## src/hw/rtl/dfa_iso_pkg.sv

```systemverilog
// Package for the DFA isomorphism checker: sizes, codes, FSM states and the
// command/status structs shared by controller and datapath.
// No dependencies.
package dfa_iso_pkg;

  localparam int MAX_STATES  = 64;
  localparam int ALPHABET    = 32;
  localparam int STATE_W     = $clog2(MAX_STATES);
  localparam int SYM_W       = $clog2(ALPHABET);
  localparam int SYMC_W      = $clog2(ALPHABET + 1);
  localparam int TRANS_DEPTH = MAX_STATES * ALPHABET;
  localparam int TRANS_AW    = STATE_W + SYM_W;

  // fixed field widths of the ports
  localparam int IN_STATE_W = 6;
  localparam int IN_SYM_W   = 5;
  localparam int CFG_W      = 6;
  localparam int CFG_IDX_W  = 2;

  typedef enum logic [1:0] {
    FUNC_LOAD  = 2'd0,
    FUNC_MARK  = 2'd1,
    FUNC_START = 2'd2,
    FUNC_CLEAR = 2'd3
  } func_t;

  typedef enum logic [CFG_IDX_W-1:0] {
    CFG_STATES_A    = 2'd0,
    CFG_STATES_B    = 2'd1,
    CFG_TERMINALS_A = 2'd2,
    CFG_TERMINALS_B = 2'd3
  } cfg_idx_t;

  typedef enum logic [2:0] {
    ST_CLEAR,
    ST_IDLE,
    ST_FETCH,
    ST_EVAL,
    ST_MAP,
    ST_POP,
    ST_DONE
  } state_t;

  typedef struct packed {
    logic [STATE_W-1:0] u;
    logic [STATE_W-1:0] v;
    logic [SYMC_W-1:0]  sym;
  } frame_t;

  typedef struct packed {
    logic clr_init;
    logic clr_step;
    logic load_wr;
    logic mark_wr;
    logic walk_init;
    logic fetch;
    logic pop;
    logic enter;
    logic map_rd;
    logic restore;
    logic finish;
    logic result;
  } dfa_iso_cmd_t;

  typedef struct packed {
    logic clr_last;
    logic counts_ok;
    logic root_ok;
    logic sym_end;
    logic sp_empty;
    logic t_both_zero;
    logic t_one_zero;
    logic t1_visited;
    logic enter_ok;
    logic map_ok;
    logic out_busy;
  } dfa_iso_sts_t;

endpackage

```

## src/hw/rtl/dfa_iso_ctrl.sv

```systemverilog
// Controller FSM of the DFA isomorphism checker: table clearing sweep,
// item dispatch and the depth-first walk sequence. Uses dfa_iso_pkg.
module dfa_iso_ctrl
  import dfa_iso_pkg::*;
(
  input  logic         clk,
  input  logic         rst_n,
  input  logic         in_valid,
  input  logic [1:0]   in_func,
  input  dfa_iso_sts_t sts,
  output logic         in_stall,
  output dfa_iso_cmd_t cmd
);

  state_t state_r, state_nxt;
  logic   result_r, result_nxt;
  func_t  func;

  assign func = func_t'(in_func);

  always_ff @(posedge clk) begin
    if (!rst_n) begin
      state_r  <= ST_CLEAR;
      result_r <= 1'b0;
    end else begin
      state_r  <= state_nxt;
      result_r <= result_nxt;
    end
  end

  // next state
  always_comb begin
    state_nxt  = state_r;
    result_nxt = result_r;
    case (state_r)
      ST_CLEAR: begin
        if (sts.clr_last) state_nxt = ST_IDLE;
      end
      ST_IDLE: begin
        if (in_valid) begin
          case (func)
            FUNC_CLEAR: state_nxt = ST_CLEAR;
            FUNC_START: begin
              if (sts.counts_ok && sts.root_ok) begin
                state_nxt = ST_FETCH;
              end else begin
                state_nxt  = ST_DONE;
                result_nxt = 1'b0;
              end
            end
            default: state_nxt = ST_IDLE;
          endcase
        end
      end
      ST_FETCH: begin
        if (!sts.sym_end) begin
          state_nxt = ST_EVAL;
        end else if (sts.sp_empty) begin
          state_nxt  = ST_DONE;
          result_nxt = 1'b1;
        end else begin
          state_nxt = ST_POP;
        end
      end
      ST_EVAL: begin
        if (sts.t_both_zero) begin
          state_nxt = ST_FETCH;
        end else if (sts.t_one_zero) begin
          state_nxt  = ST_DONE;
          result_nxt = 1'b0;
        end else if (sts.t1_visited) begin
          state_nxt = ST_MAP;
        end else if (sts.enter_ok) begin
          state_nxt = ST_FETCH;
        end else begin
          state_nxt  = ST_DONE;
          result_nxt = 1'b0;
        end
      end
      ST_MAP: begin
        if (sts.map_ok) begin
          state_nxt = ST_FETCH;
        end else begin
          state_nxt  = ST_DONE;
          result_nxt = 1'b0;
        end
      end
      ST_POP:  state_nxt = ST_FETCH;
      ST_DONE: begin
        if (!sts.out_busy) state_nxt = ST_IDLE;
      end
      default: state_nxt = ST_IDLE;
    endcase
  end

  // outputs
  always_comb begin
    cmd      = '0;
    in_stall = (state_r != ST_IDLE);
    cmd.result = result_r;
    case (state_r)
      ST_CLEAR: cmd.clr_step = 1'b1;
      ST_IDLE: begin
        if (in_valid) begin
          case (func)
            FUNC_LOAD:  cmd.load_wr   = 1'b1;
            FUNC_MARK:  cmd.mark_wr   = 1'b1;
            FUNC_START: cmd.walk_init = 1'b1;
            FUNC_CLEAR: cmd.clr_init  = 1'b1;
            default:    cmd.load_wr   = 1'b0;
          endcase
        end
      end
      ST_FETCH: begin
        cmd.fetch = !sts.sym_end;
        cmd.pop   = sts.sym_end && !sts.sp_empty;
      end
      ST_EVAL: begin
        cmd.map_rd = !sts.t_both_zero && !sts.t_one_zero && sts.t1_visited;
        cmd.enter  = !sts.t_both_zero && !sts.t_one_zero && !sts.t1_visited &&
                     sts.enter_ok;
      end
      ST_POP:  cmd.restore = 1'b1;
      ST_DONE: cmd.finish  = !sts.out_busy;
      default: cmd.result  = result_r;
    endcase
  end

  a_start_stalls: assert property (@(posedge clk) disable iff (!rst_n)
    (in_valid && !in_stall && func == FUNC_START) |=> in_stall)
    else $error("start transaction did not hold off the input");

  a_pop_then_restore: assert property (@(posedge clk) disable iff (!rst_n)
    (state_r == ST_POP) |-> $past(cmd.pop))
    else $error("restore without a preceding stack read");

endmodule

```

## config.mk

```make
export PLATFORM = sky130hd
export DESIGN_NAME = dfa_iso_ctrl
export DESIGN_NICKNAME = d
export VERILOG_FILES = /design/src/hw/rtl/dfa_iso_pkg.sv /design/src/hw/rtl/dfa_iso_ctrl.sv
export SDC_FILE = /design/constraint.sdc
export NUM_CORES = 1
export LEC_CHECK = 0
export BUFFER_PORTS_ARGS = -buffer_cell sky130_fd_sc_hd__buf_2
export CORE_MARGIN = 2
export CORE_UTILIZATION = 37
export DETAILED_ROUTE_END_ITERATION = 6
export PLACE_DENSITY_LB_ADDON = 0.25
export SLEW_MARGIN = 0
export SYNTH_ARGS = -nofsm -noshare
export SYNTH_HDL_FRONTEND = slang
export SYNTH_SLANG_ARGS = --single-unit
```

## constraint.sdc

```tcl
create_clock -name clk -period 1.3 [get_ports clk]
set_input_delay 0.26 -clock clk [delete_from_list [all_inputs] [get_ports clk]]
set_output_delay 0.26 -clock clk [all_outputs]
set_load 0.01 [all_outputs]
```

==> metrics.md, run 1 <==
| Metric | Value |
|---|---|
| Leakage | 0.383 nW |
| Die Wd | 40.0 um |
| Max_cap viols | 0 |
| WP buf/inv | 2 |
| Syn nets | 80 |
| Vias | 694 |
| Top cell type's share of synthesized area | 16.7% |
| Total congestion overflow | 0 |
| Effective utilization at floorplan | 41.6% |
| First-pass GRT wire length | 2540 um |
| Min Hold Slack | 0.321 ns |
| Yosys cell types | 31 |
| Clock Root Buffer | clkbuf_4 |
| Mapped Cells | 64 |
| Final Hold Fails | 0 |
| Crit path launch type | flop |
| Initial antenna violation count | 0 |
| Routed wire length | 1840 um |
| Clk network pwr share | 32.3% |
| Place WS | -0.0612 ns |
| Max_slew headroom | 79.3% |
| Vias in the first global route | 579 |
| Fin worst setup slack | -0.272 ns |
| Final worst path period need | 1.57 ns |
| Pwr Density | 503 nW/um2 |
| Combinational power share | 40.4% |
| CTS H-tree depth | 1 |
| Commonest cells after routing, fill and taps aside | buf_2 (27), buf_4 (12), nand2_1 (5), buf_6 (5), nand3_1 (4) |
| CTS clock-pin slew for the worst setup and hold paths | 0.04 ns |
| Status | finished with violations |
| Skew final | 0.00460 ns |
| Peak VDD IR | 511 uV |
| Core Region | 1160 um2 |
| Critical Path, Cell by Cell | nor3b_4 > inv_2 > nor4b_4 > buf_2 |
| Initial drt markers | 11 |
| Largest net degree at the start of global routing | 19 |
| Syn avg cell area | 7.51 um2 |
| Routed Antenna Nets | 0 |
| Fin crit share | 121% |
| Worst skew pair latency | 0.23 ns |
| Core Rows | 12 |
| Synth area leader | dfxtp_1 |
| RSZ-0062 raised after global routing | yes |
| Synth Register Bits | 4 |
| Final Slew Violations | 0 |
| Detailed-route DRC error count | 0 |
| I/O pins | 29 |
| Fmax achieved | 636 MHz |
| Gr usage total | 23.8% |
| Final Core Density | 81.2% |
| Net Sw Frac | 31.6% |
| CTS hold repair buffers | 0 |
| Nets | 125 |
| Most area-consuming cells after synthesis | dfxtp_1 (17%), a211oi_1 (6.3%), or3b_2 (5.5%), nor2b_1 (5.2%), nor3b_1 (4.7%) |
| Area growth, synth to finish | 95.3% |
| Die Area | 1600 um2 |
| Critical Path Sink Type | output port |
| Final setup viols | 14 |
| Final Wtd Congestion | 0.793 |
| Port bufs | 28 |
| Worst-Margin Slew | 0.302 ns |
| Post-DP HPWL | 1130 um |
| Critical path data arrival time | 1.31 ns |
| Failing checks | negative setup slack |
| CP Class | flop to output port |
| Cell Int Power | 0.000323 W |
| NetSw | 0.000149 W |
| CTS buffer count | 3 |
| Yosys warnings | 0 |
| Cell family with most CP delay | simple AND/OR/NAND/NOR gates |
| Total power draw | 0.000472 W |
| CP max stage delay | 0.35 ns |
| Layout cells sized above 1 | 71.0% |
| Setup TNS | -2.38 ns |
| Register area share after synthesis | 16.7% |
| CTS tree | yes |
| Part of the power in registers | 27.3% |
| Required time worst endpoint | 1.04 ns |
| Mapped Area | 480 um2 |
| Via/cell ratio | 5.74 |
| Drt first pass iters | 4 |
| Ant. Diodes | 0 |
| CTS max path bufs | 2 |
| Worst hold path class | input pin to flop |
| Crit-path max FO | 4 |
| Die height | 40.0 um |
| Avg WL per Cell | 15.2 um |
| CTS Sinks | 4 |
| Worst path slowest cell | dfxtp_4 |
| Most common cell after layout, fill and taps aside | buf_2 |
## routing by layer
layer  global-route usage, %  routed length, um
met5                       0                  0
met4                       0                 14
met3                    6.67                110
met2                    41.1                946
met1                    30.9                767
## area by class of cell
cell class                 instances  area (um2)
clock buffer                       3        22.5
inverter                           4        15.0
multi-input combinational         51         493
fill                              74         218
tap                               14        17.5
timing repair buffer              45         302
sequential                         4        88.8
## power groups by stage
stage	Clock (W)	Combinational (W)	Sequential, W
CTS	0.000155	0.000169	0.000129
finish	0.000153	0.000191	0.000129
global placement	0	0.000139	0.000134
floorplan	0	0.0000730	0.000132
global route	0.000169	0.000202	0.000130
detailed placement	0	0.000141	0.000134
## worst paths after layout
path | slack (ns) | end | from | cells past startpoint
setup / recovery | -0.27 | cmd[9] | state_r[2] | 4
hold / removal | 0.32 | state_r[0] | rst_n | 3
setup reg to reg | -0.04 | state_r[2] | state_r[0] | 6
hold reg to reg | 0.64 | state_r[2] | state_r[0] | 2
## metrics by stage
step	area, um2	cells
finish	938	121
global route	938	121
CTS	872	120
detailed placement	756	112
global placement	756	112
floorplan	543	64
## tightest hold or removal path: cells and delay by family
family / cells / cell delay (ns)
compound gates: 1 / 0.08
buf+inv: 1 / 0.12
simple gates: 1 / 0.05
## flip-flops by register name, summed over array words and instances, names as in the netlist
| name | flops |
|---|---|
| result_r | 1 |
| state_r | 3 |
## cells by family after synthesis
| kind of cell | synth area share (%) |
|---|---|
| AO/OA/AOI/OAI | 27.6 |
| buffers and inverters | 9.37 |
| flip-flops | 16.7 |
| multiplexers | 2.34 |
| AND/OR/NAND/NOR | 44.0 |
## what timing repair did
item	4_1_cts	5_1_grt
endpoints found under the hold margin	0	0
setup buffers	5	1
cloned	0	0
setup endpoints to repair	13	15
pin swaps	11	5
gates resized for setup	14	11
## cells in the mapped netlist, drive strengths merged
cell,number
a2111oi,2
a211oi,4
a21oi,1
a2bb2oi,1
a311o,1
a31oi,2
a32oi,1
a41oi,1
buf,5
dfxtp,4
inv,4
mux2,1
nand2,5
nand2b,1
nand3,4
nor2,3
nor2b,4
nor3,4
nor3b,4
nor4,1
nor4b,2
o21bai,1
o221ai,1
o31ai,1
or2b,1
or3,1
or3b,3
or4,1
Note: power is estimated with default switching activity, not from simulation.
==> run 2, diff against run 1 <==
--- a/config.mk
+++ b/config.mk
@@ -5,9 +5,12 @@
 export SDC_FILE = /design/constraint.sdc
 export NUM_CORES = 1
 export LEC_CHECK = 0
+export ABC_AREA = 1
 export BUFFER_PORTS_ARGS = -buffer_cell sky130_fd_sc_hd__buf_2
+export CELL_PAD_IN_SITES_DETAIL_PLACEMENT = 1
+export CELL_PAD_IN_SITES_GLOBAL_PLACEMENT = 1
 export CORE_MARGIN = 2
-export CORE_UTILIZATION = 37
+export CORE_UTILIZATION = 23
 export DETAILED_ROUTE_END_ITERATION = 6
 export PLACE_DENSITY_LB_ADDON = 0.25
 export SLEW_MARGIN = 0
==> metrics.md, run 2 <==
| Metric | Value |
|---|---|
| Critical path data arrival time | 1.23 ns (was 1.31 ns) |
| Post-synth ARST share | 0% (unchanged) |
| Top reg by flops | state_r (unchanged) |
| Fin crit share | 115% (was 121%) |
| Skew final | 0.00140 ns (was 0.00460 ns) |
| Final cell count without fillers | 159 (was 121) |
| Worst path slowest cell | dfxtp_2 (was dfxtp_4) |
| Total power draw | 0.000700 W (was 0.000472 W) |
| CP max stage delay | 0.33 ns (was 0.35 ns) |
| Layout cells sized above 1 | 60.6% (was 71.0%) |
| Placed cell count | 147 (was 112) |
| First-pass GRT wire length | 3020 um (was 2540 um) |
| WP buf/inv | 3 (was 2) |
| Crit-path max FO | 6 (was 4) |
| Gr usage total | 15.5% (was 23.8%) |
| Final Core Density | 47.9% (was 81.2%) |
| Routed Antenna Nets | 0 (unchanged) |
| Initial antenna violation count | 0 (unchanged) |
| Worst skew pair latency | 0.24 ns (was 0.23 ns) |
| Fin worst setup slack | -0.190 ns (was -0.272 ns) |
| Yosys warnings | 0 (unchanged) |
| Initial drt markers | 4 (was 11) |
| Most frequent cell after synthesis | nand2_1 (unchanged) |
| Syn nets | 104 (was 80) |
| Crit path launch type | flop (unchanged) |
| I/O pins | 29 (unchanged) |
| Critical Path, Cell by Cell | buf_6 > nor2_4 > nand2_4 > buf_6 > nor2_2 > buf_2 (was nor3b_4 > inv_2 > nor4b_4 > buf_2) |
| Critical Path Sink Type | output port (unchanged) |
| Vias in the first global route | 667 (was 579) |
| CP most frequent cell | buf_6 |
| RSZ-0062 raised after global routing | yes (unchanged) |
| Register area share after synthesis | 16.5% (was 16.7%) |
| Clock Root Buffer | clkbuf_4 (unchanged) |
| Failing checks | negative setup slack (unchanged) |
| Die height | 49.9 um (was 40.0 um) |
| Via/cell ratio | 4.64 (was 5.74) |
| Post-DP HPWL | 1350 um (was 1130 um) |
| CTS tree | yes (unchanged) |
| Top cell type's share of synthesized area | 17.1% (was 16.7%) |
| Peak VDD IR | 366 uV (was 511 uV) |
| Leakage | 0.486 nW (was 0.383 nW) |
| Avg WL per Cell | 13.6 um (was 15.2 um) |
| Die Wd | 49.9 um (was 40.0 um) |
| Synth Flop Type | dfxtp_1 (unchanged) |
| CTS Sinks | 4 (unchanged) |
| Mapped Area | 484 um2 (was 480 um2) |
| Sequential Area | 88.8 um2 (unchanged) |
| Max reg flops | 3 (unchanged) |
| Total congestion overflow | 0 (unchanged) |
| Detailed-route DRC error count | 0 (unchanged) |
| Largest net degree at the start of global routing | 7 (was 19) |
| CTS clock-pin slew for the worst setup and hold paths | 0.04 ns (about the same) |
| EDFF count, synth | 0 (unchanged) |
| Commonest cells after routing, fill and taps aside | buf_2 (27), nand2_1 (17), inv_1 (10) (was buf_2 (27), buf_4 (12), nand2_1 (5), buf_6 (5), nand3_1 (4)) |
| Required time worst endpoint | 1.04 ns (about the same) |
| Status | finished with violations (unchanged) |
| Synth area leader | nand2_1 (was dfxtp_1) |
| Worst hold path class | input pin to flop (unchanged) |
| Multi-input gate area in the final layout | 453 um2 (was 493 um2) |
| Syn avg cell area | 5.50 um2 (was 7.51 um2) |
| CTS H-tree depth | 1 (unchanged) |
| Port bufs | 28 (unchanged) |
| Most instantiated cells after synthesis | nand2_1 (22), inv_1 (12), nor2_1 (11), nand3_1 (7) |
| Max_cap viols | 0 (unchanged) |
| Max_slew headroom | 81.4% (was 79.3%) |
| Synth Register Bits | 4 (unchanged) |
| Fmax achieved | 671 MHz (was 636 MHz) |
| Core Rows | 16 (was 12) |
| Core Region | 1980 um2 (was 1160 um2) |
| Final Hold Fails | 0 (unchanged) |
| Biggest regs | state_r (3), result_r (1) (unchanged) |
| Nets | 150 (was 125) |
| Vias | 737 (was 694) |
| Mapped Cells | 88 (was 64) |
| Routed wire length | 2160 um (was 1840 um) |
| CTS max path bufs | 2 (unchanged) |
| Ant. Diodes | 0 (unchanged) |
| Worst-Margin Slew | 0.278 ns (was 0.302 ns) |
| Final setup viols | 15 (was 14) |
| CTS buffer count | 3 (unchanged) |
| Final worst path period need | 1.49 ns (was 1.57 ns) |
| Die Area | 2490 um2 (was 1600 um2) |
| Yosys cell types | 21 (was 31) |
| Area growth, synth to finish | 95.9% (was 95.3%) |
| Pwr Density | 738 nW/um2 (was 503 nW/um2) |
| Fill count | 269 (was 74) |
| Drt first pass iters | 4 (unchanged) |
| Most area-consuming cells after synthesis | nand2_1 (17%), dfxtp_1 (17%), inv_1 (9.3%), nor2_1 (8.5%), nand3_1 (7.2%) (was dfxtp_1 (17%), a211oi_1 (6.3%), or3b_2 (5.5%), nor2b_1 (5.2%), nor3b_1 (4.7%)) |
| Cell family with most CP delay | buffers and inverters (was simple AND/OR/NAND/NOR gates) |
| Effective utilization at floorplan | 24.4% (was 41.6%) |
| CP Class | flop to output port (unchanged) |
| Setup TNS | -1.63 ns (was -2.38 ns) |
| Most common cell after layout, fill and taps aside | buf_2 (unchanged) |
| Final Slew Violations | 0 (unchanged) |
| Final Wtd Congestion | 0.816 (was 0.793) |
[run 2: changes by cell type in the layout (fill, tap and decap cells not counted), sizes merged, moves of 3 or more]
cell    previous run  this run
a211oi             4         0
a21oi              1         4
inv                4        16
nand2              5        23
nand3              4         8
nand4              0         3
nor2               3        15
nor2b              4         0
nor3b              4         0
o21ai              0         4
or3b               3         0
[run 2: logic make-up (layout without fill, tap and decap cells)]
| logic type | count (synthesis) | after routing | synth area share (%) |
|---|---|---|---|
| buffers and inverters | 18 | 62 | 15.0 |
| and+or+nand+nor | 57 | 57 | 58.4 |
| DFF | 4 | 4 | 16.5 |
| xor gates and xnor gates | 1 | 1 | 1.81 |
| AOI/OAI and AO/OA | 8 | 8 | 8.27 |
[run 2: worst min-delay path, delay by kind of cell]
kind,cells,cell delay [ns]
and+or+nand+nor,2,0.08
buffers and inverters,1,0.10
[run 2: area by class of cell]
type                       instances  area share (%)
inverter                          16            6.86
clock buffer                       3            2.37
timing repair buffer              43            30.1
multi-input combinational         66            47.8
tap                               27            3.56
sequential                         4            9.37
[run 2: what timing repair did]
action / in CTS / in global routing
hold endpoints to repair: 0 / 0
hold buffers: 0 / 0
resized for setup: 12 / 32
buffers inserted: 8 / 1
setup endpoints to repair: 13 / 16
pin swaps: 6 / 9
[run 2: worst paths after layout]
check                           startpoint    endpoint  slack, ns  cells after the start
worst max register to register  state_r[1]  state_r[2]      -0.08                     10
worst min-delay path                 rst_n    result_r       0.26                      3
worst max-delay path            state_r[1]     cmd[11]      -0.19                      6
worst min register to register    result_r    result_r       0.48                      2
[run 2: stage by stage]
| stage | instance area, um2 | setup WS (ns) | hold slack (ns) |
|---|---|---|---|
| after floorplan | 484 | -0.0467 | 0.381 |
| after global placement | 691 | 0.0246 | 0.462 |
| after detailed placement | 691 | -0.00646 | 0.470 |
| after CTS | 813 | -0.181 | 0.268 |
| after global routing | 948 | -0.227 | 0.262 |
| final | 948 | -0.190 | 0.257 |
[run 2: where the power goes]
group / leakage (nW) / total (W) / internal, W / switching (W)
combinational: 0.438 / 0.000383 / 0.000175 / 0.000208
sequential: 0.0346 / 0.000153 / 0.000136 / 0.0000177
clock: 0.0138 / 0.000164 / 0.000104 / 0.0000598
total: 0.486 / 0.000700 / 0.000415 / 0.000285
[run 2: per-layer routing]
layer / vias up / share of wire, % / track usage [%] / wire length, um
li1: 373 / - / - / -
met1: 338 / 42 / 18.5 / 902
met2: 24 / 53 / 28.9 / 1150
met3: 2 / 3.8 / 2.42 / 82
met4: 0 / 0.97 / 2.78 / 21
met5: - / 0 / 0 / 0
==> run 3, diff against run 2 <==
--- a/config.mk
+++ b/config.mk
@@ -9,8 +9,10 @@
 export BUFFER_PORTS_ARGS = -buffer_cell sky130_fd_sc_hd__buf_2
 export CELL_PAD_IN_SITES_DETAIL_PLACEMENT = 1
 export CELL_PAD_IN_SITES_GLOBAL_PLACEMENT = 1
+export CORE_ASPECT_RATIO = 1.2
 export CORE_MARGIN = 2
-export CORE_UTILIZATION = 23
+export CORE_UTILIZATION = 24
+export CTS_BUF_LIST = sky130_fd_sc_hd__clkbuf_4 sky130_fd_sc_hd__clkbuf_8
 export DETAILED_ROUTE_END_ITERATION = 6
 export PLACE_DENSITY_LB_ADDON = 0.25
 export SLEW_MARGIN = 0
==> metrics.md, run 3 (same netlist as run 2, synthesis figures left out) <==
| Metric | Value |
|---|---|
| Status | finished with violations (unchanged) |
| Failing checks | negative setup slack (unchanged) |
| RSZ-0062 raised after global routing | yes (unchanged) |
| Detailed-route DRC error count | 0 (unchanged) |
| Die height | 53.2 um (was 49.9 um) |
| WP buf/inv | 3 (unchanged) |
| Most common cell after layout, fill and taps aside | buf_2 (unchanged) |
| Critical Path, Cell by Cell | buf_6 > nor3_4 > inv_2 > nor2_2 > buf_2 (was buf_6 > nor2_4 > nand2_4 > buf_6 > nor2_2 > buf_2) |
| First-pass GRT wire length | 3170 um (was 3020 um) |
| Required time worst endpoint | 1.04 ns (about the same) |
| CP Class | flop to output port (unchanged) |
| Initial drt markers | 2 (was 4) |
| Cell family with most CP delay | flip-flops (was buffers and inverters) |
| Layout cells sized above 1 | 64.4% (was 60.6%) |
| CTS clock-pin slew for the worst setup and hold paths | 0.04 ns (about the same) |
| Die Wd | 45.0 um (was 49.9 um) |
| Gr usage total | 18.2% (was 15.5%) |
| CTS tree | yes (unchanged) |
| Die Area | 2390 um2 (was 2490 um2) |
| Area growth, synth to finish | 96.9% (was 95.9%) |
| Final Wtd Congestion | 0.867 (was 0.816) |
| Max_slew headroom | 82.6% (was 81.4%) |
| Crit-path max FO | 3 (was 6) |
| Drt first pass iters | 3 (was 4) |
| Critical path data arrival time | 1.19 ns (was 1.23 ns) |
| End of the critical path | cmd[6] (was cmd[11]) |
| Peak VDD IR | 294 uV (was 366 uV) |
| Core Region | 1870 um2 (was 1980 um2) |
| Clock Root Buffer | clkbuf_4 (unchanged) |
| Port bufs | 28 (unchanged) |
| Routed wire length | 2050 um (was 2160 um) |
| Total congestion overflow | 0 (unchanged) |
| Worst hold path class | input pin to flop (unchanged) |
| Avg WL per Cell | 13.3 um (was 13.6 um) |
| CTS max path bufs | 2 (unchanged) |
| Routed Antenna Nets | 0 (unchanged) |
| Reg2reg end | state_r[2] (unchanged) |
| Via/cell ratio | 4.81 (was 4.64) |
| Effective utilization at floorplan | 25.9% (was 24.4%) |
| I/O pins | 29 (unchanged) |
| Leakage | 0.500 nW (was 0.486 nW) |
| Fmax achieved | 690 MHz (was 671 MHz) |
| Worst r2r src | state_r[1] (unchanged) |
| Fin crit share | 111% (was 115%) |
| Post-DP HPWL | 1390 um (was 1350 um) |
| Final Slew Violations | 0 (unchanged) |
| Vias in the first global route | 758 (was 667) |
| Worst path depth | 5 (was 6) |
| Place WS | -0.00620 ns (was -0.00646 ns) |
| Nets | 153 (was 150) |
| Design area | 953 um2 (was 948 um2) |
| Final setup viols | 12 (was 15) |
| Crit path launch type | flop (unchanged) |
| Worst R2R Path Depth | 9 (was 10) |
| CTS H-tree depth | 1 (unchanged) |
| Ant. Diodes | 0 (unchanged) |
| Max_cap viols | 0 (unchanged) |
| Worst path slowest cell | dfxtp_4 (was dfxtp_2) |
| Initial antenna violation count | 0 (unchanged) |
| Biggest regs | state_r (3), result_r (1) (unchanged) |
| Skew final | 0.00757 ns (was 0.00140 ns) |
| CP max stage delay | 0.36 ns (was 0.33 ns) |
| Highest metal used | met3 (was met4) |
| Met3 routed WL | 75 um (was 82 um) |
| CP startpoint | state_r[0] (was state_r[1]) |
| Fin worst setup slack | -0.149 ns (was -0.190 ns) |
| Max reg flops | 3 (unchanged) |
| CTS Sinks | 4 (unchanged) |
| Critical Path Sink Type | output port (unchanged) |
| Vias | 740 (was 737) |
| Placement Cell Area | 666 um2 (was 691 um2) |
| WL met2 | 1210 um (was 1150 um) |
| Commonest cells after routing, fill and taps aside | buf_2 (27), nand2_1 (17), buf_4 (13) (was buf_2 (27), nand2_1 (17), inv_1 (10)) |
| Final Hold Fails | 0 (unchanged) |
| Reg2reg setup slack | -0.06 ns (was -0.08 ns) |
| Worst-Margin Slew | 0.261 ns (was 0.278 ns) |
| Pwr Density | 686 nW/um2 (was 738 nW/um2) |
| Wl on met1 | 773 um (was 902 um) |
| CTS buffer count | 3 (unchanged) |
| Worst skew pair latency | 0.24 ns (about the same) |
| Core Rows | 17 (was 16) |
| Top reg by flops | state_r (unchanged) |
| Largest net degree at the start of global routing | 8 (was 7) |
| Min Hold Slack | 0.269 ns (was 0.257 ns) |
| CTS hold repair buffers | 0 (unchanged) |
| Final worst path period need | 1.45 ns (was 1.49 ns) |
run 3: cell types whose count changed in the layout (fill, tap and decap cells not counted), moves of 2 or more:
cell / previous run / this run
buf_4: 8 / 13
nor2_2: 2 / 5
nor2_4: 6 / 3
buf_6: 8 / 6
o21ai_1: 2 / 0
o21ai_2: 1 / 3
run 3: per-layer routing:
metal	global-route usage [%]	up-vias
met5	0	-
met3	1.37	0
met2	33.8	17
met1	20.6	349
li1	-	374
met4	7.35	0
run 3: worst min path at each step:
| stage | startpoint | endpoint | slack (ns) | cells after the start |
|---|---|---|---|---|
| finish | rst_n | result_r | 0.27 | 3 |
| global route | rst_n | result_r | 0.30 | 3 |
| CTS | rst_n | result_r | 0.26 | 3 |
| detailed placement | result_r | result_r | 0.50 | 2 |
| global placement | result_r | result_r | 0.47 | 2 |
| floorplan | rst_n | result_r | 0.38 | 2 |
run 3: cell type report:
class / instances / area (um2)
multi-input cells: 66 / 448
flip-flops and latches: 4 / 91.3
inverters: 16 / 67.6
well taps: 19 / 23.8
clock buffers: 3 / 22.5
repair buffers: 46 / 300
fillers: 260 / 918
run 3: worst register-to-register path: stages, from the launching register on:
cell	delay [ns]
dfxtp_4	0.38
nor2_4	0.16
nand2_4	0.09
buf_4	0.14
buf_4	0.14
nor2_4	0.08
nor2_2	0.04
nand2_1	0.06
nand2_1	0.06
a21oi_2	0.13
run 3: power by group:
group / total [W] / internal, W / switching, W
combinational: 0.000345 / 0.000152 / 0.000193
clock: 0.000157 / 0.000103 / 0.0000531
sequential: 0.000152 / 0.000135 / 0.0000174
run 3: stage by stage:
step	instances	util, %	total power (W)	setup TNS [ns]
final	154	50.9	0.000654	-1.06
after detailed placement	137	35.6	0.000374	-0.0134
after CTS	150	45.3	0.000607	-1.18
after global placement	137	35.6	0.000368	0
after global routing	154	50.9	0.000709	-2.04
after floorplan	88	-	0.000293	-0.0933
run 3: repair_timing:
| item | 4_1_cts | 5_1_grt |
|---|---|---|
| cloned | 0 | 0 |
| buffers inserted | 11 | 5 |
| hold endpoints to repair | 0 | 0 |
| resized for setup | 23 | 22 |
| endpoints found under the setup margin | 16 | 16 |
| pin swaps | 9 | 14 |
